**config.mk**
```make
export PLATFORM = sky130hd
export DESIGN_NAME = wildcard_star_matcher
export DESIGN_NICKNAME = d
export VERILOG_FILES = /design/src/sv/wsm_pkg.sv /design/src/sv/wsm_front.sv /design/src/sv/wsm_queue.sv /design/src/sv/wsm_back.sv /design/src/sv/wildcard_star_matcher.sv
export SDC_FILE = /design/constraint.sdc
export NUM_CORES = 1
export LEC_CHECK = 0
export BUFFER_PORTS_ARGS = -buffer_cell sky130_fd_sc_hd__clkbuf_2
export CORE_MARGIN = 2
export CORE_UTILIZATION = 30
export DETAILED_ROUTE_END_ITERATION = 10
export PLACE_DENSITY_LB_ADDON = 0.12
export SLEW_MARGIN = 5
export SYNTH_ARGS = -nofsm -noshare
export SYNTH_HDL_FRONTEND = slang
export SYNTH_SLANG_ARGS = --single-unit
```
**constraint.sdc**
```tcl
create_clock -name clk -period 21.7 [get_ports clk]
set_input_delay 2.17 -clock clk [delete_from_list [all_inputs] [get_ports clk]]
set_output_delay 2.17 -clock clk [all_outputs]
set_load 0.01 [all_outputs]
```
**src/sv/wsm_pkg.sv**
```systemverilog
// ----------------------------------------------------------------------------
// wsm_pkg
// Shared types, codes and helpers for the wildcard star matcher.
// ----------------------------------------------------------------------------
package wsm_pkg;

  localparam int CHAR_W = 8;
  localparam int IDX_W  = 6;
  localparam int LEN_W  = 7;
  localparam int DATA_W = 32;
  localparam int CFG_AW = 3;

  localparam int QDEPTH = 4;
  localparam int QAW    = 2;

  localparam logic [CHAR_W-1:0] STAR_CHAR = 8'd42;

  // input action field
  localparam logic ACT_LOAD = 1'b0;
  localparam logic ACT_NAME = 1'b1;

  // configuration register index
  localparam logic REG_LEN  = 1'b0;
  localparam logic REG_CASE = 1'b1;

  // queued item kind
  localparam logic [1:0] K_LOAD = 2'd0;
  localparam logic [1:0] K_CHAR = 2'd1;
  localparam logic [1:0] K_LAST = 2'd2;

  typedef struct packed {
    logic [1:0]        kind;
    logic [IDX_W-1:0]  idx;
    logic [CHAR_W-1:0] chr;
  } item_t;

  typedef struct packed {
    logic [LEN_W-1:0] pattern_length;
    logic             case_sensitive;
  } cfg_t;

  function automatic logic [CHAR_W-1:0] fold_char(input logic [CHAR_W-1:0] c,
                                                  input logic              cs);
    logic [CHAR_W-1:0] r;
    r = c;
    if (!cs && c >= 8'd65 && c <= 8'd90) begin
      r = c + 8'd32;
    end
    return r;
  endfunction

endpackage

```
**src/sv/wsm_front.sv**
```systemverilog
// ----------------------------------------------------------------------------
// wsm_front
// Takes input beats, sorts them into pattern loads and name characters,
// drops out-of-store loads and folds name characters before queuing.
// ----------------------------------------------------------------------------
module wsm_front
  import wsm_pkg::*;
#(
  parameter int MAX_PATTERN = 64
) (
  input  logic              in_valid,
  output logic              in_ready,
  input  logic              in_action,
  input  logic [IDX_W-1:0]  in_pattern_index,
  input  logic [CHAR_W-1:0] in_char_value,
  input  logic              in_last,
  input  logic              case_sensitive,
  input  logic              q_full,
  output logic              push,
  output item_t             item
);

  logic accept;
  logic in_range;

  always_comb begin
    in_ready = !q_full;
    accept   = in_valid && !q_full;
    in_range = int'(in_pattern_index) < MAX_PATTERN;
    item.idx = in_pattern_index;
    if (in_action == ACT_NAME) begin
      item.kind = in_last ? K_LAST : K_CHAR;
      item.chr  = fold_char(in_char_value, case_sensitive);
      push      = accept;
    end else begin
      item.kind = K_LOAD;
      item.chr  = in_char_value;
      push      = accept && in_range;
    end
  end

endmodule

```
**src/sv/wsm_queue.sv**
```systemverilog
// ----------------------------------------------------------------------------
// wsm_queue
// Short FIFO between the front and back parts.
// ----------------------------------------------------------------------------
module wsm_queue
  import wsm_pkg::*;
(
  input  logic  clk,
  input  logic  rst_n,
  input  logic  push,
  input  item_t push_item,
  output logic  full,
  input  logic  pop,
  output logic  valid,
  output item_t head
);

  item_t          slot_r [QDEPTH];
  logic [QAW-1:0] wp_r, wp_nxt;
  logic [QAW-1:0] rp_r, rp_nxt;
  logic [QAW:0]   cnt_r, cnt_nxt;
  logic           do_push, do_pop;

  always_comb begin
    full    = cnt_r == (QAW+1)'(QDEPTH);
    valid   = cnt_r != '0;
    head    = slot_r[rp_r];
    do_push = push && !full;
    do_pop  = pop && valid;
    wp_nxt  = do_push ? wp_r + QAW'(1) : wp_r;
    rp_nxt  = do_pop ? rp_r + QAW'(1) : rp_r;
    cnt_nxt = cnt_r;
    if (do_push && !do_pop) begin
      cnt_nxt = cnt_r + (QAW+1)'(1);
    end else if (do_pop && !do_push) begin
      cnt_nxt = cnt_r - (QAW+1)'(1);
    end
  end

  always_ff @(posedge clk) begin
    if (!rst_n) begin
      wp_r  <= '0;
      rp_r  <= '0;
      cnt_r <= '0;
    end else begin
      wp_r  <= wp_nxt;
      rp_r  <= rp_nxt;
      cnt_r <= cnt_nxt;
    end
  end

  always_ff @(posedge clk) begin
    if (do_push) begin
      slot_r[wp_r] <= push_item;
    end
  end

endmodule

```
**src/sv/wsm_back.sv**
```systemverilog
// ----------------------------------------------------------------------------
// wsm_back
// Pattern store and match sequencer: one store read per cycle, greedy star
// matching with a cached rewind target, final trailing-star walk.
// ----------------------------------------------------------------------------
module wsm_back
  import wsm_pkg::*;
#(
  parameter int MAX_PATTERN = 64
) (
  input  logic  clk,
  input  logic  rst_n,
  input  cfg_t  cfg,
  input  logic  cfg_wr,
  input  logic  q_valid,
  input  item_t q_item,
  output logic  q_pop,
  output logic  out_valid,
  input  logic  out_ready,
  output logic  out_matched
);

  localparam int PW  = $clog2(MAX_PATTERN);
  localparam int PLW = $clog2(MAX_PATTERN + 1);

  localparam logic [1:0] PH_A = 2'd0;   // compare at pattern_pos
  localparam logic [1:0] PH_W = 2'd1;   // walk a star run
  localparam logic [1:0] PH_F = 2'd2;   // final trailing-star check

  localparam logic [1:0] ST_RUN  = 2'd0;
  localparam logic [1:0] ST_FAIL = 2'd1;
  localparam logic [1:0] ST_ACC  = 2'd2;

  logic [CHAR_W-1:0] mem [MAX_PATTERN];
  logic [CHAR_W-1:0] rdata_r;

  logic [PLW-1:0]    pp_r, pp_nxt, sp_r, sp_nxt, w_r, w_nxt, cq_r, cq_nxt;
  logic [PLW-1:0]    len_eff, pos_cur, pos_nxt;
  logic              sv_r, sv_nxt, cv_r, cv_nxt;
  logic [CHAR_W-1:0] cchar_r, cchar_nxt;
  logic [1:0]        st_r, st_nxt, ph_r, ph_nxt;
  logic              out_valid_r, out_valid_nxt, out_matched_r, out_matched_nxt;
  logic              emit, verdict, pop_raw, char_done, adv, out_free, mem_we;
  logic [CHAR_W-1:0] bf, cf;
  logic [IDX_W+PW-1:0] idx_ext;
  logic [PW-1:0]     waddr, rd_addr;

  always_comb begin
    if (int'(cfg.pattern_length) > MAX_PATTERN) begin
      len_eff = PLW'(MAX_PATTERN);
    end else begin
      len_eff = PLW'(cfg.pattern_length);
    end
    bf      = fold_char(rdata_r, cfg.case_sensitive);
    cf      = fold_char(cchar_r, cfg.case_sensitive);
    idx_ext = {{PW{1'b0}}, q_item.idx};
    waddr   = idx_ext[PW-1:0];
    out_free = !out_valid_r || out_ready;

    pp_nxt    = pp_r;
    sp_nxt    = sp_r;
    w_nxt     = w_r;
    sv_nxt    = sv_r;
    cv_nxt    = cv_r;
    cq_nxt    = cq_r;
    cchar_nxt = cchar_r;
    st_nxt    = st_r;
    ph_nxt    = ph_r;
    emit      = 1'b0;
    verdict   = 1'b0;
    pop_raw   = 1'b0;
    char_done = 1'b0;
    mem_we    = 1'b0;

    if (q_valid) begin
      case (q_item.kind)
        K_LOAD: begin
          mem_we  = 1'b1;
          cv_nxt  = 1'b0;
          pop_raw = 1'b1;
        end
        K_CHAR, K_LAST: begin
          if (st_r != ST_RUN) begin
            char_done = 1'b1;
          end else begin
            case (ph_r)
              PH_A: begin
                if (pp_r >= len_eff) begin
                  st_nxt    = ST_FAIL;
                  char_done = 1'b1;
                end else if (rdata_r == STAR_CHAR) begin
                  sp_nxt = pp_r;
                  sv_nxt = 1'b1;
                  cv_nxt = 1'b0;
                  w_nxt  = pp_r + PLW'(1);
                  ph_nxt = PH_W;
                end else if (bf == q_item.chr) begin
                  pp_nxt    = pp_r + PLW'(1);
                  char_done = 1'b1;
                end else if (sv_r) begin
                  if (cv_r) begin
                    pp_nxt    = (cf == q_item.chr) ? cq_r + PLW'(1) : cq_r;
                    char_done = 1'b1;
                  end else begin
                    sv_nxt = 1'b0;
                    pp_nxt = sp_r;
                  end
                end else begin
                  st_nxt    = ST_FAIL;
                  char_done = 1'b1;
                end
              end
              PH_W: begin
                if (w_r >= len_eff) begin
                  st_nxt    = ST_ACC;
                  pp_nxt    = w_r;
                  char_done = 1'b1;
                end else if (rdata_r == STAR_CHAR) begin
                  w_nxt = w_r + PLW'(1);
                end else begin
                  cv_nxt    = 1'b1;
                  cq_nxt    = w_r;
                  cchar_nxt = rdata_r;
                  pp_nxt    = (bf == q_item.chr) ? w_r + PLW'(1) : w_r;
                  char_done = 1'b1;
                end
              end
              PH_F: begin
                if (w_r >= len_eff) begin
                  emit    = 1'b1;
                  verdict = 1'b1;
                end else if (rdata_r == STAR_CHAR) begin
                  w_nxt = w_r + PLW'(1);
                end else begin
                  emit    = 1'b1;
                  verdict = 1'b0;
                end
              end
              default: begin
                ph_nxt = PH_A;
              end
            endcase
          end
          if (char_done) begin
            ph_nxt = PH_A;
            if (q_item.kind == K_LAST) begin
              if (st_nxt == ST_ACC) begin
                emit    = 1'b1;
                verdict = 1'b1;
              end else if (st_nxt == ST_FAIL) begin
                emit    = 1'b1;
                verdict = 1'b0;
              end else if (pp_nxt >= len_eff) begin
                emit    = 1'b1;
                verdict = 1'b1;
              end else begin
                ph_nxt = PH_F;
                w_nxt  = pp_nxt;
              end
            end else begin
              pop_raw = 1'b1;
            end
          end
        end
        default: begin
          pop_raw = 1'b1;
        end
      endcase
    end

    adv             = !(emit && !out_free);
    out_valid_nxt   = out_valid_r && !out_ready;
    out_matched_nxt = out_matched_r;
    if (emit && adv) begin
      pop_raw         = 1'b1;
      pp_nxt          = '0;
      sp_nxt          = '0;
      sv_nxt          = 1'b0;
      cv_nxt          = 1'b0;
      st_nxt          = ST_RUN;
      ph_nxt          = PH_A;
      out_valid_nxt   = 1'b1;
      out_matched_nxt = verdict;
    end
    if (cfg_wr) begin
      cv_nxt = 1'b0;
    end

    q_pop   = pop_raw && adv;
    pos_cur = (ph_r == PH_A) ? pp_r : w_r;
    pos_nxt = (ph_nxt == PH_A) ? pp_nxt : w_nxt;
    rd_addr = adv ? pos_nxt[PW-1:0] : pos_cur[PW-1:0];
  end

  assign out_valid   = out_valid_r;
  assign out_matched = out_matched_r;

  always_ff @(posedge clk) begin
    if (!rst_n) begin
      pp_r        <= '0;
      sp_r        <= '0;
      w_r         <= '0;
      sv_r        <= 1'b0;
      cv_r        <= 1'b0;
      st_r        <= ST_RUN;
      ph_r        <= PH_A;
      out_valid_r <= 1'b0;
    end else begin
      if (adv) begin
        pp_r <= pp_nxt;
        sp_r <= sp_nxt;
        w_r  <= w_nxt;
        sv_r <= sv_nxt;
        cv_r <= cv_nxt;
        st_r <= st_nxt;
        ph_r <= ph_nxt;
      end
      out_valid_r <= out_valid_nxt;
    end
  end

  always_ff @(posedge clk) begin
    if (adv) begin
      cq_r    <= cq_nxt;
      cchar_r <= cchar_nxt;
    end
    out_matched_r <= out_matched_nxt;
  end

  // pattern store, read every cycle at the next position, write bypassed
  always_ff @(posedge clk) begin
    if (mem_we) begin
      mem[waddr] <= q_item.chr;
    end
    if (mem_we && waddr == rd_addr) begin
      rdata_r <= q_item.chr;
    end else begin
      rdata_r <= mem[rd_addr];
    end
  end

  a_walk_running: assert property (@(posedge clk) disable iff (!rst_n)
    (ph_r != PH_A) |-> (st_r == ST_RUN))
    else $error("walk phase with name already settled");

  a_pos_bound: assert property (@(posedge clk) disable iff (!rst_n)
    (pp_r <= PLW'(MAX_PATTERN)) && (w_r <= PLW'(MAX_PATTERN)))
    else $error("pattern position beyond store");

  a_cache_anchor: assert property (@(posedge clk) disable iff (!rst_n)
    cv_r |-> (sv_r && (cq_r > sp_r)))
    else $error("rewind cache without live star");

  a_load_idle: assert property (@(posedge clk) disable iff (!rst_n)
    (q_pop && q_item.kind == K_LOAD) |-> (ph_r == PH_A))
    else $error("load taken in the middle of a character");

  a_last_result: assert property (@(posedge clk) disable iff (!rst_n)
    (q_pop && q_item.kind == K_LAST) |=> out_valid_r)
    else $error("last character retired without a result");

endmodule

```
**src/sv/wildcard_star_matcher.sv**
```systemverilog
// ----------------------------------------------------------------------------
// wildcard_star_matcher
// Streams name characters against a stored pattern where '*' matches any run.
//
//   channel | handshake           | payload
//   --------+---------------------+----------------------------------------------
//   in      | in_valid/in_ready   | in_action in_pattern_index in_char_value in_last
//   out     | out_valid/out_ready | out_matched
//   config  | psel/penable/pready | paddr pwrite pwdata prdata
//
// Loads and plainly matching name characters take one store read each, limited
// by the single read port of the pattern store. Reaching a star run walks its
// stars one at a time; a rewind to an unwalked star returns to it and walks
// the run. A last character walks any trailing stars unless the pattern is
// already used up. Synchronous reset; no clearing pass. A four-entry queue and
// an output register let input and output stall apart.
// ----------------------------------------------------------------------------
module wildcard_star_matcher
  import wsm_pkg::*;
#(
  parameter int MAX_PATTERN = 64
) (
  input  logic              clk,
  input  logic              rst_n,
  input  logic              in_valid,
  output logic              in_ready,
  input  logic              in_action,
  input  logic [IDX_W-1:0]  in_pattern_index,
  input  logic [CHAR_W-1:0] in_char_value,
  input  logic              in_last,
  output logic              out_valid,
  input  logic              out_ready,
  output logic              out_matched,
  input  logic              psel,
  input  logic              penable,
  input  logic              pwrite,
  input  logic [CFG_AW-1:0] paddr,
  input  logic [DATA_W-1:0] pwdata,
  output logic [DATA_W-1:0] prdata,
  output logic              pready
);

  logic [LEN_W-1:0] len_r, len_nxt;
  logic             cs_r, cs_nxt;
  logic             cfg_wr;
  logic             reg_idx;
  cfg_t             cfg;

  logic  push, q_full, q_valid, q_pop;
  item_t push_item, q_head;

  assign pready  = 1'b1;
  assign reg_idx = paddr[CFG_AW-1];

  always_comb begin
    cfg_wr  = psel && penable && pwrite && pready;
    len_nxt = len_r;
    cs_nxt  = cs_r;
    if (cfg_wr) begin
      case (reg_idx)
        REG_LEN:  len_nxt = pwdata[LEN_W-1:0];
        REG_CASE: cs_nxt  = pwdata[0];
        default:  len_nxt = len_r;
      endcase
    end
    case (reg_idx)
      REG_LEN:  prdata = {{(DATA_W-LEN_W){1'b0}}, len_r};
      REG_CASE: prdata = {{(DATA_W-1){1'b0}}, cs_r};
      default:  prdata = '0;
    endcase
    cfg.pattern_length = len_r;
    cfg.case_sensitive = cs_r;
  end

  always_ff @(posedge clk) begin
    if (!rst_n) begin
      len_r <= '0;
      cs_r  <= 1'b0;
    end else begin
      len_r <= len_nxt;
      cs_r  <= cs_nxt;
    end
  end

  wsm_front #(
    .MAX_PATTERN(MAX_PATTERN)
  ) u_front (
    .in_valid         (in_valid),
    .in_ready         (in_ready),
    .in_action        (in_action),
    .in_pattern_index (in_pattern_index),
    .in_char_value    (in_char_value),
    .in_last          (in_last),
    .case_sensitive   (cs_r),
    .q_full           (q_full),
    .push             (push),
    .item             (push_item)
  );

  wsm_queue u_queue (
    .clk       (clk),
    .rst_n     (rst_n),
    .push      (push),
    .push_item (push_item),
    .full      (q_full),
    .pop       (q_pop),
    .valid     (q_valid),
    .head      (q_head)
  );

  wsm_back #(
    .MAX_PATTERN(MAX_PATTERN)
  ) u_back (
    .clk         (clk),
    .rst_n       (rst_n),
    .cfg         (cfg),
    .cfg_wr      (cfg_wr),
    .q_valid     (q_valid),
    .q_item      (q_head),
    .q_pop       (q_pop),
    .out_valid   (out_valid),
    .out_ready   (out_ready),
    .out_matched (out_matched)
  );

endmodule
```
; After elaboration in Yosys (flattened, before gate mapping)
; Memories as Yosys holds them, arrays and structs flattened. A register that Yosys moved wholly into a read port is not among the register bits.
; Index checks and enable logic that the tools add are counted.
[classes]
n_addsub = 10
order_cmp = 10
n_eq_ne = 19
mux = 134
bitwise_logic = 5
n_reduce_logical = 48
[op_table]
columns = operator, count
row1 = 7-bit 2-to-1 mux, 35
row2 = 32-bit case mux with 2 select lines, 1
row3 = 1-bit 2-to-1 mux, 56
row4 = 2-bit 2-to-1 mux, 26
row5 = 8-bit 2-to-1 mux, 4
row6 = 7-bit case mux with 2 select lines, 2
row7 = 8-bit by 6-bit adder with 8-bit output (second input constant), 3
row8 = 8-bit by 7-bit >= comparator with 1-bit output (second input constant), 3
row9 = 8-bit by 7-bit less-or-equal comparator with 1-bit output (second input constant), 3
row10 = 7-bit by 1-bit adder with 7-bit output (second input constant), 3
row11 = 7-bit >= comparator, 3
row12 = 7-bit AND reduction, 3
row13 = 6-bit 2-to-1 mux, 3
row14 = 1-bit logical AND, 17
row15 = 8-bit == test, 2
row16 = 5-bit != test (second input constant), 3
row17 = 2-bit nonzero test, 6
row18 = 5-bit by 3-bit != test with 1-bit output (second input constant), 2
row19 = 9-bit AND reduction, 1
row20 = 8-bit by 6-bit == test with 1-bit output (second input constant), 1
row21 = 1-bit zero test, 8
row22 = 2-bit case mux with 2 select lines, 2
row23 = 7-bit > comparator (second input constant), 1
row24 = 2-bit by 1-bit == test with 1-bit output (second input constant), 3
row25 = 18 further kinds, 35
[word_totals]
ff_bits = 59
ram_bits = 576
output_inout_bits = 36
wordCells = 244
memories = 2
[mem_list]
columns = name, depth, width, rd, rd_clocked_by_memory_dff, write_ports, line
row1 = u_back.mem, 64, 8, 1, 1, 1, wsm_back.sv:34  ; logic [CHAR_W-1:0] mem [MAX_PATTERN];
row2 = u_queue.slot_r, 4, 16, 1, 1, 1, wsm_queue.sv:18  ; item_t slot_r [QDEPTH];

; Logic depth before layout (Yosys ltp)
[depth]
word_depth = 32
ltp_mapped = 41

; Modules after synthesis
; Synthesis repeated with hierarchy kept, for this count alone.
[hier_totals]
cells_unflattened = 1815
area_unflattened_um2 = 28630.0
[modules_own_cells]
columns = module, n_inst, cells_per_inst, area_each_um2, seq_area_each_um2
row1 = wsm_back, 1, 1586, 25016.5, 16535.9
row2 = wsm_queue, 1, 132, 2807.7, 2102.0
row3 = wildcard_star_matcher, 1, 71, 609.3, 160.2
row4 = wsm_front, 1, 26, 196.4, 0.0

; Least setup slack after synthesis
; No wires, ideal clock.
[synth_path]
path_kind = flip-flop to flip-flop
start = register with a tool-made name
end = register u_queue.cnt_r[2]
setup_time_ps = 70
t_arrival_ps = 7795
slack_ps = 13834
stages_incl_launch_ff = 40
n_path_buf = 5
synth_period_minus_slack_ps = 7866
path_cell_list = dfxtp_1 buf_2 buf_6 buf_2 buf_2 mux4_2 mux4_2 mux2i_1 a21oi_1 ha_1 nor2_1 o2111ai_1 o211a_1 or3_4 buf_6 or3_1 a31o_1 nand3_1 (+4 left out) a21o_1 a21o_1 a21o_1 a21o_1 a21oi_1 o221a_2 o211ai_2 a31oi_4 a211oi_4 or3_4 a31oi_4 inv_1 ha_1 inv_1 fa_1 xor2_1 or3_1 a21oi_1
[synth_rtl]
columns = element, line
row1 = "end signal, assigned", wsm_queue.sv:48  ; cnt_r <= cnt_nxt;
row2 = "end, declared", wsm_queue.sv:21  ; logic [QAW:0] cnt_r, cnt_nxt;

==> impl_metrics.tcl <==
set metrics [dict create \
    clk_latency_ps 620 \
    synth_edf_count 592 \
    timing.rr.end "u_queue.cnt_r[2]" \
    grt_pass1_wl_mm 113 \
    cp.arrival_ps 10960 \
    hp-class "reg -> reg" \
    core_region_area_mm2 0.0935 \
    yosysSeqAreaShare_pct 66.3 \
    cts_max_level 3 \
    r2r_slack_ps 11270 \
    path_max_fanout 42 \
    cp_slowest_cell "buf_4" \
    vias 16000 \
    cpMostUsedCell "a21o_1" \
    clockBufferDepth 3 \
    cts_tree "built" \
    rows 112 \
    die_area_mm2 0.0969 \
    grt_max_degree 70 \
    cts_root_buf "clkbuf_16" \
    required_ps 22230 \
    cts_hold_buf 0 \
    postRouteWirelength_mm 77.7 \
    die_x_um 311 \
    power_density_mw_per_mm2 105 \
    ys_warn_count 0 \
    area_delta_synth_final_pct 13.0 \
    rsz0062_at_grt "no" \
    vdd_ir_drop_max_uv 69.4 \
    dr.pass1.iters 6 \
    cts_made_buffers 73 \
    dieHeight_um 311 \
    grt_pass1_vias 16200 \
    finalSetupViolCount 0 \
    routed_via_density 5.07 \
    worstRegToRegCells 35 \
    antenna_found_initial 1 \
    cts_setup_buffers 0 \
    fin_crit_sh_pct 48.1 \
    max_stage_delay_ps 770 \
    drive_gt1_share_pct 18.8 \
    diodes 0 \
    hold_start "u_queue.rp_r[1]" \
    grt_use_total_pct 15.9 \
    cts-resized-gates 0 \
    fin_crit_ps 10430 \
    path_class "reg -> reg" \
    yosysUniqueCellTypes 92 \
    wire_per_inst_um 24.7 \
    timing.setup.tns_ps 0 \
    cp-end-kind "flip-flop" \
    finalHoldViolCount 0 \
    tightest_slew_ps 1100 \
    clock-sinks 643 \
    grt_remaining_overflow 0 \
    nNetsFinal 1934 \
    skew_ps 31.3 \
    start_util_pct 30.3 \
    fmax_mhz 95.9 \
    portBuffers 40 \
    syn_inst 1784 \
    ioPinCount 94 \
    synth_ff_type "edfxtp_1" \
    pre_cts_ws_ps 11140 \
    drt-initial-drc-count 1428 \
    cts.clk_slew.worst_paths_ps 60 \
    ys_ff_latch 643 \
    layout_setup_ws_ps 11270 \
    async_flop_share_pct 0 \
    hpwl_mm 50.5 \
    syn_avg_cell_area_um2 15.9 \
    p_leak_nw 9.96 \
    start_kind "flip-flop" \
    gp_congestion 0.871 \
    maxCapViolCount 0 \
    final_max_slew_viol_count 0 \
    min_path_cells 2 \
    remaining_drc_errors 0 \
    syn_area_mm2 0.0283 \
    slew_headroom_pct 26.1 \
    antenna_left 0 \
    outcome "complete, no violations" \
]
registers in the layout, indices dropped and copies added, names as in the netlist, 3 cells and up, named ones only:
name / flops
u_back.mem: 512
u_queue.slot_r: 64
u_back.cchar_r: 8
len_r: 7
u_back.cq_r: 7
u_back.pp_r: 7
u_back.sp_r: 7
u_back.w_r: 7
u_queue.cnt_r: 3
cell families (layout without fill, tap and decap cells):
| group | after synthesis | count (layout) | share of synthesized area, % |
|---|---|---|---|
| multiplexers | 221 | 221 | 14.1 |
| buffers and inverters | 152 | 238 | 2.90 |
| flip-flops | 643 | 643 | 66.3 |
| other | 2 | 26 | 0.0265 |
| AND/OR/NAND/NOR | 438 | 438 | 7.39 |
| XOR/XNOR | 32 | 32 | 0.989 |
| AO/OA/AOI/OAI | 257 | 257 | 6.55 |
| adder cells (fa/ha/maj) | 39 | 39 | 1.75 |
how the worst max path moves through the flow:
stage / startpoint / slack (ps) / cells after the start / to
after global placement: flip-flop / 11140 / 35 / u_queue.cnt_r[2]
after detailed placement: flip-flop / 11140 / 35 / u_queue.cnt_r[2]
after global routing: flip-flop / 10730 / 35 / u_queue.cnt_r[2]
after floorplan: flip-flop / 13830 / 39 / u_queue.cnt_r[2]
after CTS: flip-flop / 11080 / 35 / u_queue.cnt_r[2]
final: flip-flop / 11270 / 35 / u_queue.cnt_r[2]
layout by cell type, fill, tap and decap left out, drive strengths merged, types with 14 or more instances in the layout:
| cell type | instances |
|---|---|
| nor2b | 23 |
| a22oi | 19 |
| mux2 | 18 |
| conb | 26 |
| xnor2 | 23 |
| clkbuf | 129 |
| mux4 | 139 |
| nor3 | 21 |
| a21o | 21 |
| dfxtp | 51 |
| nor2 | 130 |
| nand3 | 37 |
| o21ai | 45 |
| mux2i | 64 |
| inv | 39 |
| buf | 28 |
| a21oi | 49 |
| and3 | 14 |
| o211ai | 15 |
| nand2b | 20 |
| ha | 38 |
| edfxtp | 592 |
| clkinv | 38 |
| nand2 | 136 |
synthesized netlist by cell type (all sizes together), types with 5 or more instances:
library cell	count	area share [%]
a211oi	13	0.41
nand3	37	0.65
mux2i	64	2.3
mux4	139	11
inv	36	0.48
o22ai	9	0.20
and3	14	0.31
or2	5	0.11
nor3	21	0.39
a31oi	13	0.41
a21oi	49	0.88
xnor2	23	0.71
buf	77	1.9
edfxtp	592	63
ha	38	1.7
and2	11	0.24
clkbuf	37	0.49
nand4	7	0.15
a2111oi	5	0.22
or3	13	0.34
xor2	9	0.28
nor2	130	1.7
o21ai	45	0.79
o2111ai	5	0.15
mux2	18	0.72
a22oi	19	0.50
a22o	11	0.34
a21o	21	0.56
nand2b	20	0.44
o31ai	6	0.18
o211ai	15	0.41
o221ai	6	0.19
dfxtp	51	3.6
nor2b	23	0.51
nand2	136	1.8
report_power, final:
group / switching, W / internal (W)
registers: 0.0000198 / 0.00153
logic: 0.000466 / 0.000179
clock network: 0.000509 / 0.000669
total: 0.000994 / 0.00238
per-layer routing:
metal,vias up,GRT usage (%),routed length [µm]
li1,7085,-,-
met2,485,25.0,35800
met4,0,4.91,2350
met5,-,0,0
met3,116,2.21,3530
met1,8270,22.6,36000
through the flow:
stage / hold slack (ps) / total power, W / util (%) / std cells / area, µm²
after floorplan: 432 / 0.00197 / - / 1808 / 28400
after global placement: 462 / 0.00221 / 31.8 / 3016 / 29700
after detailed placement: 468 / 0.00223 / 31.8 / 3016 / 29700
after CTS: 459 / 0.00341 / 34.3 / 3148 / 32000
after global routing: 477 / 0.00351 / 34.3 / 3148 / 32000
final: 457 / 0.00337 / 34.3 / 3148 / 32000
critical path, delay by kind of cell, from the launching register on:
| family | cells | cell delay [ps] |
|---|---|---|
| xor+xnor | 1 | 70 |
| simple gates | 6 | 1780 |
| fa+ha+maj | 4 | 1080 |
| compound gates | 16 | 3570 |
| mux | 4 | 1940 |
| buf+inv | 4 | 1050 |
| flops | 1 | 650 |
area by class of cell:
| cell class | instances | area, µm² |
|---|---|---|
| Clock buffer | 89 | 1950 |
| Clock inverter | 43 | 343 |
| Fill cell | 9000 | 61400 |
| Inverter | 38 | 143 |
| Multi-Input combinational cell | 1013 | 8810 |
| Sequential cell | 643 | 18800 |
| Tap cell | 1254 | 1570 |
| Timing Repair Buffer | 68 | 410 |
Power figures use the tool's default switching activity.
